`src/rtl/assert_macros.svh`:
```
// Assertion macros for the RTL core, which checks its own behavior with them.
`ifndef ASSERT_MACROS_SVH
`define ASSERT_MACROS_SVH

// The consequent must hold in the same cycle as the antecedent.
`define RWME_ASSERT_IMPL(label, clk, rst_n, ante, cons) \
    label: assert property (@(posedge clk) disable iff (!rst_n) (ante) |-> (cons)) \
        else $error("%m: same-cycle implication failed");

// The consequent must hold in the cycle after the antecedent.
`define RWME_ASSERT_NEXT(label, clk, rst_n, ante, cons) \
    label: assert property (@(posedge clk) disable iff (!rst_n) (ante) |=> (cons)) \
        else $error("%m: next-cycle implication failed");

`endif

```
`src/rtl/rwme_pkg.sv`:
```
`default_nettype none

package rwme_pkg;

    localparam int WORD_BITS_DEF = 64;
    localparam int MOD_W         = 63;
    localparam int CNT_W         = 7;
    localparam int CFG_IDX_W     = 2;
    localparam int COUNT_W       = 4;

    localparam logic [CFG_IDX_W-1:0] CFG_MODULUS     = 2'd0;
    localparam logic [CFG_IDX_W-1:0] CFG_PUBLIC_EXP  = 2'd1;
    localparam logic [CFG_IDX_W-1:0] CFG_PRIVATE_EXP = 2'd2;

    localparam logic [MOD_W-1:0] MODULUS_RESET = 63'd2;
    localparam logic [MOD_W-1:0] EXP_RESET     = 63'd1;

    typedef enum logic [2:0] {
        ST_IDLE,
        ST_REDUCE,
        ST_EXP,
        ST_DBL,
        ST_ADD,
        ST_MEND,
        ST_DONE
    } t_state;

    typedef struct packed {
        logic busy;
        logic load_item;
        logic reduce_step;
        logic reduce_end;
        logic start_mul;
        logic mul_sq;
        logic dbl;
        logic add;
        logic advance;
        logic take_res;
        logic take_base;
        logic load_out;
    } t_ctrl;

    typedef struct packed {
        logic in_fire;
        logic mod_small;
        logic exp_zero;
        logic exp_lsb;
        logic mplier_msb;
        logic cnt_last;
        logic out_free;
    } t_stat;

endpackage

`default_nettype wire

```
`src/rtl/rwme_mod_adder.sv`:
```
`default_nettype none

module rwme_mod_adder (
    input  wire logic [rwme_pkg::MOD_W-1:0] i_x,
    input  wire logic [rwme_pkg::MOD_W-1:0] i_y,
    input  wire logic                       i_cin,
    input  wire logic [rwme_pkg::MOD_W-1:0] i_mod,
    output logic      [rwme_pkg::MOD_W-1:0] o_sum
);
    import rwme_pkg::*;

    logic [MOD_W:0] sum;
    logic [MOD_W:0] diff;

    // Both operands are below the modulus, so one conditional subtract is enough.
    always_comb begin
        sum   = {1'b0, i_x} + {1'b0, i_y} + {{MOD_W{1'b0}}, i_cin};
        diff  = sum - {1'b0, i_mod};
        o_sum = (sum >= {1'b0, i_mod}) ? diff[MOD_W-1:0] : sum[MOD_W-1:0];
    end

endmodule

`default_nettype wire

```
`src/rtl/rwme_seq.sv`:
```
`default_nettype none

module rwme_seq (
    input  wire logic            i_clk,
    input  wire logic            i_rst_n,
    input  wire rwme_pkg::t_stat i_stat,
    output rwme_pkg::t_ctrl      o_ctrl
);
    import rwme_pkg::*;

    t_state r_state;
    t_state n_state;
    logic   r_sq;
    logic   n_sq;

    always_ff @(posedge i_clk) begin
        if (!i_rst_n) begin
            r_state <= ST_IDLE;
            r_sq    <= 1'b0;
        end else begin
            r_state <= n_state;
            r_sq    <= n_sq;
        end
    end

    always_comb begin
        n_state = r_state;
        n_sq    = r_sq;
        unique case (r_state)
            ST_IDLE: begin
                if (i_stat.in_fire) begin
                    n_state = i_stat.mod_small ? ST_DONE : ST_REDUCE;
                end
            end
            ST_REDUCE: begin
                if (i_stat.cnt_last) begin
                    n_state = ST_EXP;
                end
            end
            ST_EXP: begin
                if (i_stat.exp_zero) begin
                    n_state = ST_DONE;
                end else begin
                    n_state = ST_DBL;
                    n_sq    = ~i_stat.exp_lsb;
                end
            end
            ST_DBL: begin
                if (i_stat.mplier_msb) begin
                    n_state = ST_ADD;
                end else if (i_stat.cnt_last) begin
                    n_state = ST_MEND;
                end
            end
            ST_ADD: begin
                n_state = i_stat.cnt_last ? ST_MEND : ST_DBL;
            end
            ST_MEND: begin
                if (r_sq) begin
                    n_state = ST_EXP;
                end else begin
                    n_state = ST_DBL;
                    n_sq    = 1'b1;
                end
            end
            ST_DONE: begin
                if (i_stat.out_free) begin
                    n_state = ST_IDLE;
                end
            end
            default: begin
                n_state = ST_IDLE;
            end
        endcase
    end

    always_comb begin
        o_ctrl      = '0;
        o_ctrl.busy = (r_state != ST_IDLE);
        unique case (r_state)
            ST_IDLE: begin
                o_ctrl.load_item = i_stat.in_fire;
            end
            ST_REDUCE: begin
                o_ctrl.reduce_step = 1'b1;
                o_ctrl.reduce_end  = i_stat.cnt_last;
            end
            ST_EXP: begin
                o_ctrl.start_mul = ~i_stat.exp_zero;
                o_ctrl.mul_sq    = ~i_stat.exp_lsb;
            end
            ST_DBL: begin
                o_ctrl.dbl     = 1'b1;
                o_ctrl.advance = ~i_stat.mplier_msb;
            end
            ST_ADD: begin
                o_ctrl.add     = 1'b1;
                o_ctrl.advance = 1'b1;
            end
            ST_MEND: begin
                o_ctrl.take_base = r_sq;
                o_ctrl.take_res  = ~r_sq;
                o_ctrl.start_mul = ~r_sq;
                o_ctrl.mul_sq    = 1'b1;
            end
            ST_DONE: begin
                o_ctrl.load_out = i_stat.out_free;
            end
            default: begin
                o_ctrl.busy = 1'b1;
            end
        endcase
    end

endmodule

`default_nettype wire

```
`src/rtl/rsa_word_modular_exponent_core.sv`:
```
// The word is first reduced modulo the modulus bit by bit; then, while exponent bits remain,
// each bit takes a square, and a multiply only for a set bit; each modular multiply is done by
// double-and-add over the multiplier bits on the shared modular adder. One item is in
// flight at a time; the next is taken once the result sits in the output register. Reset
// is synchronous, active low: the modulus returns to 2, both exponents to 1, the output
// register is emptied and no transfer is taken.
`default_nettype none

module rsa_word_modular_exponent_core #(
    parameter int WORD_BITS = rwme_pkg::WORD_BITS_DEF
) (
    input  wire logic                             i_clk,
    input  wire logic                             i_rst_n,
    input  wire logic                             i_in_valid,
    output logic                                  o_in_stall,
    input  wire logic                             i_op,
    input  wire logic [WORD_BITS-1:0]             i_data_word,
    input  wire logic [rwme_pkg::COUNT_W-1:0]     i_byte_count,
    output logic                                  o_out_valid,
    input  wire logic                             i_out_stall,
    output logic      [WORD_BITS-1:0]             o_result_word,
    input  wire logic                             i_cfg_valid,
    output logic                                  o_cfg_ready,
    input  wire logic [rwme_pkg::CFG_IDX_W-1:0]   i_cfg_index,
    input  wire logic [rwme_pkg::MOD_W-1:0]       i_cfg_data
);
    import rwme_pkg::*;

    localparam int BYTE_LIM = WORD_BITS / 8;

    t_ctrl ctrl;
    t_stat stat;

    logic [MOD_W-1:0]     r_mod;
    logic [MOD_W-1:0]     r_pub;
    logic [MOD_W-1:0]     r_priv;
    logic [WORD_BITS-1:0] r_word;
    logic [WORD_BITS-1:0] r_mask;
    logic [MOD_W-1:0]     r_exp;
    logic [MOD_W-1:0]     r_base;
    logic [MOD_W-1:0]     r_res;
    logic [MOD_W-1:0]     r_acc;
    logic [MOD_W-1:0]     r_mplier;
    logic [CNT_W-1:0]     r_cnt;
    logic [WORD_BITS-1:0] r_out;
    logic                 r_out_valid;

    logic [MOD_W-1:0]     n_acc;
    logic [MOD_W-1:0]     add_y;
    logic                 add_cin;
    logic [COUNT_W-1:0]   count_eff;
    logic [WORD_BITS-1:0] in_mask;
    logic [63:0]          res_ext;

    assign o_cfg_ready   = i_rst_n;
    assign o_in_stall    = ctrl.busy | ~i_rst_n;
    assign o_out_valid   = r_out_valid;
    assign o_result_word = r_out;

    always_comb begin
        count_eff = (i_byte_count > COUNT_W'(BYTE_LIM)) ? COUNT_W'(BYTE_LIM) : i_byte_count;
        for (int i = 0; i < WORD_BITS; i++) begin
            in_mask[i] = ((i >> 3) < BYTE_LIM) && (COUNT_W'(i >> 3) < count_eff);
        end
    end

    always_comb begin
        stat.in_fire    = i_in_valid & ~o_in_stall;
        stat.mod_small  = (r_mod[MOD_W-1:1] == '0);
        stat.exp_zero   = (r_exp == '0);
        stat.exp_lsb    = r_exp[0];
        stat.mplier_msb = r_mplier[MOD_W-1];
        stat.cnt_last   = (r_cnt == CNT_W'(1));
        stat.out_free   = ~r_out_valid | ~i_out_stall;
    end

    rwme_seq u_seq (
        .i_clk   (i_clk),
        .i_rst_n (i_rst_n),
        .i_stat  (stat),
        .o_ctrl  (ctrl)
    );

    assign add_y   = ctrl.add ? r_base : r_acc;
    assign add_cin = ctrl.reduce_step & r_word[WORD_BITS-1];

    rwme_mod_adder u_adder (
        .i_x   (r_acc),
        .i_y   (add_y),
        .i_cin (add_cin),
        .i_mod (r_mod),
        .o_sum (n_acc)
    );

    assign res_ext = {1'b0, r_res};

    always_ff @(posedge i_clk) begin
        if (!i_rst_n) begin
            r_mod       <= MODULUS_RESET;
            r_pub       <= EXP_RESET;
            r_priv      <= EXP_RESET;
            r_out_valid <= 1'b0;
        end else begin
            if (i_cfg_valid && o_cfg_ready) begin
                unique case (i_cfg_index)
                    CFG_MODULUS:     r_mod  <= i_cfg_data;
                    CFG_PUBLIC_EXP:  r_pub  <= i_cfg_data;
                    CFG_PRIVATE_EXP: r_priv <= i_cfg_data;
                    default: begin
                    end
                endcase
            end
            if (ctrl.load_out) begin
                r_out_valid <= 1'b1;
            end else if (r_out_valid && !i_out_stall) begin
                r_out_valid <= 1'b0;
            end
        end
    end

    always_ff @(posedge i_clk) begin
        if (ctrl.load_item) begin
            r_word <= i_data_word & in_mask;
            r_mask <= in_mask;
            r_exp  <= i_op ? r_priv : r_pub;
            r_res  <= '0;
            r_acc  <= '0;
            r_cnt  <= CNT_W'(WORD_BITS);
        end
        if (ctrl.reduce_step) begin
            r_word <= {r_word[WORD_BITS-2:0], 1'b0};
            r_acc  <= n_acc;
            r_cnt  <= r_cnt - CNT_W'(1);
        end
        if (ctrl.reduce_end) begin
            r_base <= n_acc;
            r_res  <= MOD_W'(1);
        end
        if (ctrl.dbl || ctrl.add) begin
            r_acc <= n_acc;
        end
        if (ctrl.advance) begin
            r_mplier <= {r_mplier[MOD_W-2:0], 1'b0};
            r_cnt    <= r_cnt - CNT_W'(1);
        end
        if (ctrl.take_res) begin
            r_res <= r_acc;
        end
        if (ctrl.take_base) begin
            r_base <= r_acc;
            r_exp  <= {1'b0, r_exp[MOD_W-1:1]};
        end
        if (ctrl.start_mul) begin
            r_acc    <= '0;
            r_cnt    <= CNT_W'(MOD_W);
            r_mplier <= ctrl.mul_sq ? r_base : r_res;
        end
        if (ctrl.load_out) begin
            r_out <= res_ext[WORD_BITS-1:0] & r_mask;
        end
    end

    `include "assert_macros.svh"

    `RWME_ASSERT_NEXT(a_busy_after_in, i_clk, i_rst_n, i_in_valid && !o_in_stall, o_in_stall)
    `RWME_ASSERT_NEXT(a_out_after_load, i_clk, i_rst_n, ctrl.load_out, o_out_valid && !o_in_stall)
    `RWME_ASSERT_NEXT(a_out_drains, i_clk, i_rst_n,
        o_out_valid && !i_out_stall && !ctrl.load_out, !o_out_valid)
    `RWME_ASSERT_IMPL(a_add_after_dbl, i_clk, i_rst_n, ctrl.add, $past(ctrl.dbl))

endmodule

`default_nettype wire

```
`config.mk`:
```
export PLATFORM = sky130hd
export DESIGN_NAME = rsa_word_modular_exponent_core
export DESIGN_NICKNAME = d
export VERILOG_FILES = /design/src/rtl/rwme_pkg.sv /design/src/rtl/rwme_mod_adder.sv /design/src/rtl/rwme_seq.sv /design/src/rtl/rsa_word_modular_exponent_core.sv
export VERILOG_INCLUDE_DIRS = /design/src /design/src/rtl
export SDC_FILE = /design/constraint.sdc
export NUM_CORES = 1
export LEC_CHECK = 0
export BUFFER_PORTS_ARGS = -buffer_cell sky130_fd_sc_hd__buf_4
export CAP_MARGIN = 25
export CORE_MARGIN = 5
export CORE_UTILIZATION = 62
export CTS_CLUSTER_DIAMETER = 80
export DETAILED_ROUTE_END_ITERATION = 12
export HOLD_SLACK_MARGIN = 0.03
export MAX_ROUTING_LAYER = met4
export PLACE_DENSITY = 0.8
export SKIP_CTS_REPAIR_TIMING = 1
export SYNTH_ARGS = -nofsm -noshare
export SYNTH_HDL_FRONTEND = slang
export SYNTH_SLANG_ARGS = --single-unit
```
`constraint.sdc`:
```
create_clock -name i_clk -period 9.5 [get_ports i_clk]
set_input_delay 0.475 -clock i_clk [delete_from_list [all_inputs] [get_ports i_clk]]
set_output_delay 0.475 -clock i_clk [all_outputs]
set_load 0.01 [all_outputs]
```
; Word-level counts from Yosys, hierarchy flattened
; Cells that the tools add are included.
[word_totals]
register_bits = 701
in_bits = 139
[op_classes]
n_reduce_logical = 24
magnitude_cmp = 10
bitwise_logic = 14
eq_ne = 14
n_mux = 44
addsub = 4
[op_table]
columns = operator, n
row1 = $mux W63, 13
row2 = $mux W64, 2
row3 = $mux W62, 2
row4 = $add A63 B63 Y64, 1
row5 = $add A64 B1 Y64, 1
row6 = $and A63 B64 Y64, 1
row7 = $and A64 B64 Y64, 1
row8 = $ge A64 B63 Y1, 1
row9 = $logic_not A63 Y1, 1
row10 = $sub A63 B63 Y63, 1
row11 = $logic_not A62 Y1, 1
row12 = $mux W3, 8
row13 = $mux W7, 3
row14 = $pmux W3 S7, 1
row15 = $lt A3 B4 Y1 const A, 4
row16 = $reduce_bool A2 Y1, 6
row17 = $reduce_bool A3 Y1, 4
row18 = $eq A3 B3 Y1 const B, 3
row19 = $mux W1, 9
row20 = $lt A1 B4 Y1 const A, 2
row21 = $lt A2 B4 Y1 const A, 2
row22 = $not A1 Y1, 8
row23 = $reduce_and A2 Y1, 4
row24 = $eq A7 B1 Y1 const B, 1
row25 = other kinds (22), 30

; Logic depth before layout (Yosys ltp)
[logic_depth]
depth_word = 10
depth_mapped = 33
depth_no_buf = 28

; Hierarchy
; Synthesis repeated with hierarchy kept, for this count alone.
[hier_totals]
hier_cells = 3795
hier_area_um2 = 36885.4
[modules_own_cells]
columns = mod, cells_each, area_per_inst_um2, instances
row1 = rsa_word_modular_exponent_core, 2405, 27187.3, 1
row2 = rwme_mod_adder, 1328, 9243.9, 1
row3 = rwme_seq, 62, 454.2, 1

; Worst setup path before layout
; No wires, ideal clock.
[synth_path]
path_kind = register -> register
startpoint = reg u_seq.r_state[0]
endpoint = reg r_base[50] (data pin)
setup_time_ps = 270
synth_period_minus_slack_ps = 6950
stages_incl_launch_ff = 30
path_buffers = 5
slack_ps = 2550
t_arrival_ps = 6680
cell_sequence = dfxtp_1 clkbuf_1 nor3b_1 clkbuf_1 clkbuf_1 a21o_1 inv_1 fa_1 nand2b_1 a21oi_1 o211ai_1 a21o_1 or4_1 a211o_1 a211o_1 and2_1 xnor2_2 ha_1 clkbuf_1 nand4_1 nor2b_1 o31ai_1 nor2_1 or3b_1 nand4_1 a221oi_2 inv_2 buf_2 mux2i_1 a21oi_1
[synth_between]
elab_chain_len = 9
word_cells_on_any_way = 15
classes_between = add/sub: 3 / order compare: 1 / eq/ne: 3 / mux: 7 / bitwise: 1
[synth_lines]
columns = element, line_no
row1 = "start, declared", rwme_seq.sv:11  ; t_state r_state;
row2 = "start signal, assigned", rwme_seq.sv:21  ; r_state <= n_state;
row3 = $eq A3 B3 Y1, rwme_seq.sv:80  ; unique case (r_state)
row4 = $mux W1, rwme_seq.sv:80
row5 = $mux W63, rsa_word_modular_exponent_core.sv:84  ; assign add_y = ctrl.add ? r_base : r_acc;
row6 = $add A63 B63 Y64, rwme_mod_adder.sv:17  ; sum = {1'b0, i_x} + {1'b0, i_y} + {{MOD_W{1'b0}}, i_cin};
row7 = $add A64 B1 Y64, rwme_mod_adder.sv:17
row8 = $sub A63 B63 Y63 / $ge A64 B63 Y1 (equally long branches), "rwme_mod_adder.sv:18, rwme_mod_adder.sv:19"
row9 = $mux W63, rwme_mod_adder.sv:19  ; o_sum = (sum >= {1'b0, i_mod}) ? diff[MOD_W-1:0] : sum[MOD_W-1:0];
row10 = $mux W63, rsa_word_modular_exponent_core.sv:135  ; if (ctrl.reduce_end) begin
row11 = $mux W63 *, rsa_word_modular_exponent_core.sv:149  ; if (ctrl.take_base) begin
row12 = "end signal, assigned", rsa_word_modular_exponent_core.sv:136  ; r_base <= n_acc;
row13 = "end signal, assigned", rsa_word_modular_exponent_core.sv:150  ; r_base <= r_acc;
row14 = "end, declared", rsa_word_modular_exponent_core.sv:40  ; logic [MOD_W-1:0] r_base;
; Every way passes the cells marked *; elsewhere a longest branch is shown, timed or not. The select of a mux whose other input is x is not followed.
; A chain may end at the register's enable or synchronous reset.

; Worst setup path in the final report
[layout_path]
startpoint = reg u_seq.r_state[2]
endpoint = reg r_base[51] (data pin)
; Same word-level chain as after synthesis.

==> qor.yml <==
fmax_ghz: 0.121
maxCapViolations: 0
layout.nets: 4073
use_met3_pct: 4.37
dpl.cell_count: 4486
vias_per_cell: 6.10
synth_seq_cells: 651
cts_htree_levels: 3
power_density_mw_per_mm2: 364
vias: 28100
drv_slew: 0
synthesis.nets: 3985
fillers: 4356
fin_setup_tns_ns: 0
drt_iter0_drc: 3154
ys_types: 76
status: "completed"
seqPwrFrac_pct: 27.6
seqCellArea_sq_mm: 0.0169
required_ns: 9.83
fin_ws_ns: 1.23
drc: 0
wl_mm: 96.6
max-slew-margin-rel_pct: 25.1
grt_setup_unrepaired: "no"
num_rows: 87
use_met2_pct: 46.5
synth_warnings: 0
die_w_microns: 248
grt_max_degree: 134
io_buffer_count: 204
start_kind: "register"
syn_area_per_cell_sq_um: 9.44
fin_cells: 4614
worst-path-max-fanout: 65
period_share_pct: 87.1
end_kind: "register"
p_leak_nw: 15.5
switching_share_pct: 43.8
grt_pass1_wl_mm: 150
syn_area_sq_mm: 0.0351
drive_gt1_share_pct: 11.5
clkTransAtPathRegs_ns: 0.06
combPwrFrac_pct: 53.0
clockBufferDepth: 3
die_area_sq_mm: 0.0614
grt_pass1_vias: 26500
setup_violations: 0
place_congestion: 1.01
dp_hpwl_mm: 69.8
fin_crit_ns: 8.27
peakVddDrop_uv: 346
area_growth_pct: 12.5
holdWs_ns: 0.111
ant_nets: 0
routedWlPerCell_microns: 20.9
fin_worst_skew_ns: 0.0243
synthFlopType: "edfxtp_1"
clock_sinks: 651
grt.busiest_layer: "met1"
clk_latency_ns: 0.60
multi_input_area_sq_mm: 0.0170
antenna_found_initial: 0
drtPass1Iterations: 5
use_met1_pct: 47.1
dp_slack_ns: 1.46
p_int_w: 0.00806
worst_pin_slew_ns: 1.11
grt_util_all_layers_pct: 31.7
clkPwrFrac_pct: 19.3
yosysSeqAreaShare_pct: 48.1
netlist_instances: 3716
tritoncts: "yes"
finalHoldViolations: 0
start_util_pct: 62.5
n_antenna_cell: 0
clockRootBuffer: "clkbuf_16"
crit_arrival_ns: 8.60
grt_overflow_total: 0
worstSetupPathType: "register to register"
core_sq_mm: 0.0562
synth_edf_count: 385
hp-class: "input pin to register"
io-pin-count: 206
cts_buffers: 69
switching_power_w: 0.00628
synth_async_sr_flop_share_pct: 0
die_h_microns: 248
## final timing paths
| check | from | to | slack [ns] | cells past startpoint |
|---|---|---|---|---|
| setup reg to reg | u_seq.r_state[2]$_SDFFE_PN0P_ | r_base[51]$_DFFE_PP_ | 1.23 | 26 |
| hold reg to reg | r_priv[51]$_SDFFE_PN0P_ | r_priv[51]$_SDFFE_PN0P_ | 0.46 | 2 |
| setup / recovery | u_seq.r_state[2]$_SDFFE_PN0P_ | r_base[51]$_DFFE_PP_ | 1.23 | 26 |
| hold / removal | i_byte_count[3] | r_mask[56]$_DFFE_PP_ | 0.11 | 1 |
## worst max-delay path, cell delays in order, from the launching register on
cell       delay, ns
dfxtp_1         0.57
nor3b_2         0.52
buf_12          0.38
mux2_2          0.39
ha_1            0.35
a2111oi_0       0.37
o21ai_1         0.11
nand2_1         0.15
o21ai_0         0.19
a41oi_1         0.70
o21ai_0         0.35
a21o_1          0.30
a21oi_1         0.20
xnor2_1         0.17
ha_1            0.47
a21oi_1         0.13
o21ai_0         0.31
a211oi_1        0.09
o31ai_1         0.34
nor2_1          0.11
or3b_1          0.36
nand4_1         0.12
a221oi_4        0.05
buf_4           0.28
inv_2           0.45
mux2i_1         0.34
a21oi_1         0.11
## cells by family after synthesis
| kind of cell | after synthesis | synth area share, % |
|---|---|---|
| adders and majority gates | 130 | 4.70 |
| DFF | 651 | 48.1 |
| AOI/OAI and AO/OA | 1007 | 18.2 |
| and+or+nand+nor | 1284 | 16.4 |
| other | 1 | 0.0107 |
| buffers and inverters | 325 | 3.60 |
| xor gates and xnor gates | 110 | 2.77 |
| muxes | 208 | 6.16 |
## synthesized netlist by cell type, drive strengths merged (104+ instances only)
cell    number  area [sq um]
a21boi     197          1480
nor2       186           698
nand2      713          2680
a21oi      253          1270
clkbuf     199           748
inv        104           390
ha         127          1590
and2       144           901
mux2i      144          1440
o21ai      273          1370
dfxtp      266          5330
edfxtp     385         11600
## routing by layer
metal | up-vias | share of wire, %
met2 | 1170 | 44
met4 | 0 | 2.4
met5 | - | 0
li1 | 13500 | -
met3 | 120 | 8.2
met1 | 13400 | 45
## area by class of cell
class,count,share of cell area (%)
repair buffers,238,4.69
inverters,104,0.989
multi-input cells,2740,43.2
clock buffers,100,5.17
clock inverters,25,0.761
well taps,756,2.40
flip-flops and latches,651,42.8
## flip-flops by register name, indices dropped and copies added (netlist names)
register	flops
r_pub	63
r_base	63
u_seq.r_sq	1
r_priv	63
o_result_word	63
r_res	63
o_out_valid	1
r_exp	63
r_acc	63
u_seq.r_state	3
r_mod	63
r_mplier	63
r_cnt	7
r_mask	8
r_word	64
## power groups by stage
stage / Combinational (W) / Clock, W / Sequential [W]
CTS: 0.00736 / 0.00281 / 0.00396
floorplan: 0.00536 / 0 / 0.00392
global placement: 0.00729 / 0 / 0.00400
global route: 0.00820 / 0.00293 / 0.00401
detailed placement: 0.00731 / 0 / 0.00401
finish: 0.00760 / 0.00278 / 0.00397
## metrics by stage
stage	utilization, %	cell area [sq um]	power [W]
final	70.2	39500	0.0143
after global routing	70.2	39500	0.0151
after CTS	70.1	39400	0.0141
after detailed placement	66.0	37100	0.0113
after global placement	65.9	37000	0.0113
after floorplan	-	35100	0.00928
## placed cells by master, fill, tap and decap left out, types with 9 or more instances in the layout
master | Yosys | routed
a21o_1 | 65 | 65
a211oi_1 | 11 | 11
nor2_1 | 186 | 182
clkbuf_1 | 198 | 17
or3_1 | 12 | 11
nand4_1 | 50 | 50
nor2b_1 | 13 | 13
nand3_1 | 32 | 32
a31oi_1 | 21 | 21
and3_1 | 15 | 15
clkbuf_8 | 0 | 9
o21ai_1 | 28 | 28
o21ai_0 | 245 | 245
mux2_2 | 64 | 64
ha_1 | 127 | 127
clkbuf_16 | 0 | 74
a22o_1 | 65 | 65
buf_4 | 8 | 233
nand2b_1 | 19 | 19
o21a_1 | 14 | 14
edfxtp_1 | 385 | 385
o211ai_1 | 13 | 13
nor3_1 | 33 | 30
xor2_1 | 45 | 45
a21oi_1 | 253 | 252
mux2i_1 | 144 | 144
xnor2_1 | 64 | 64
nand2_1 | 713 | 706
and2_1 | 144 | 142
a21boi_0 | 196 | 196
nor4_1 | 36 | 35
dfxtp_1 | 266 | 266
inv_1 | 103 | 103
o21bai_1 | 21 | 21
(Power assumes the default switching activity.)
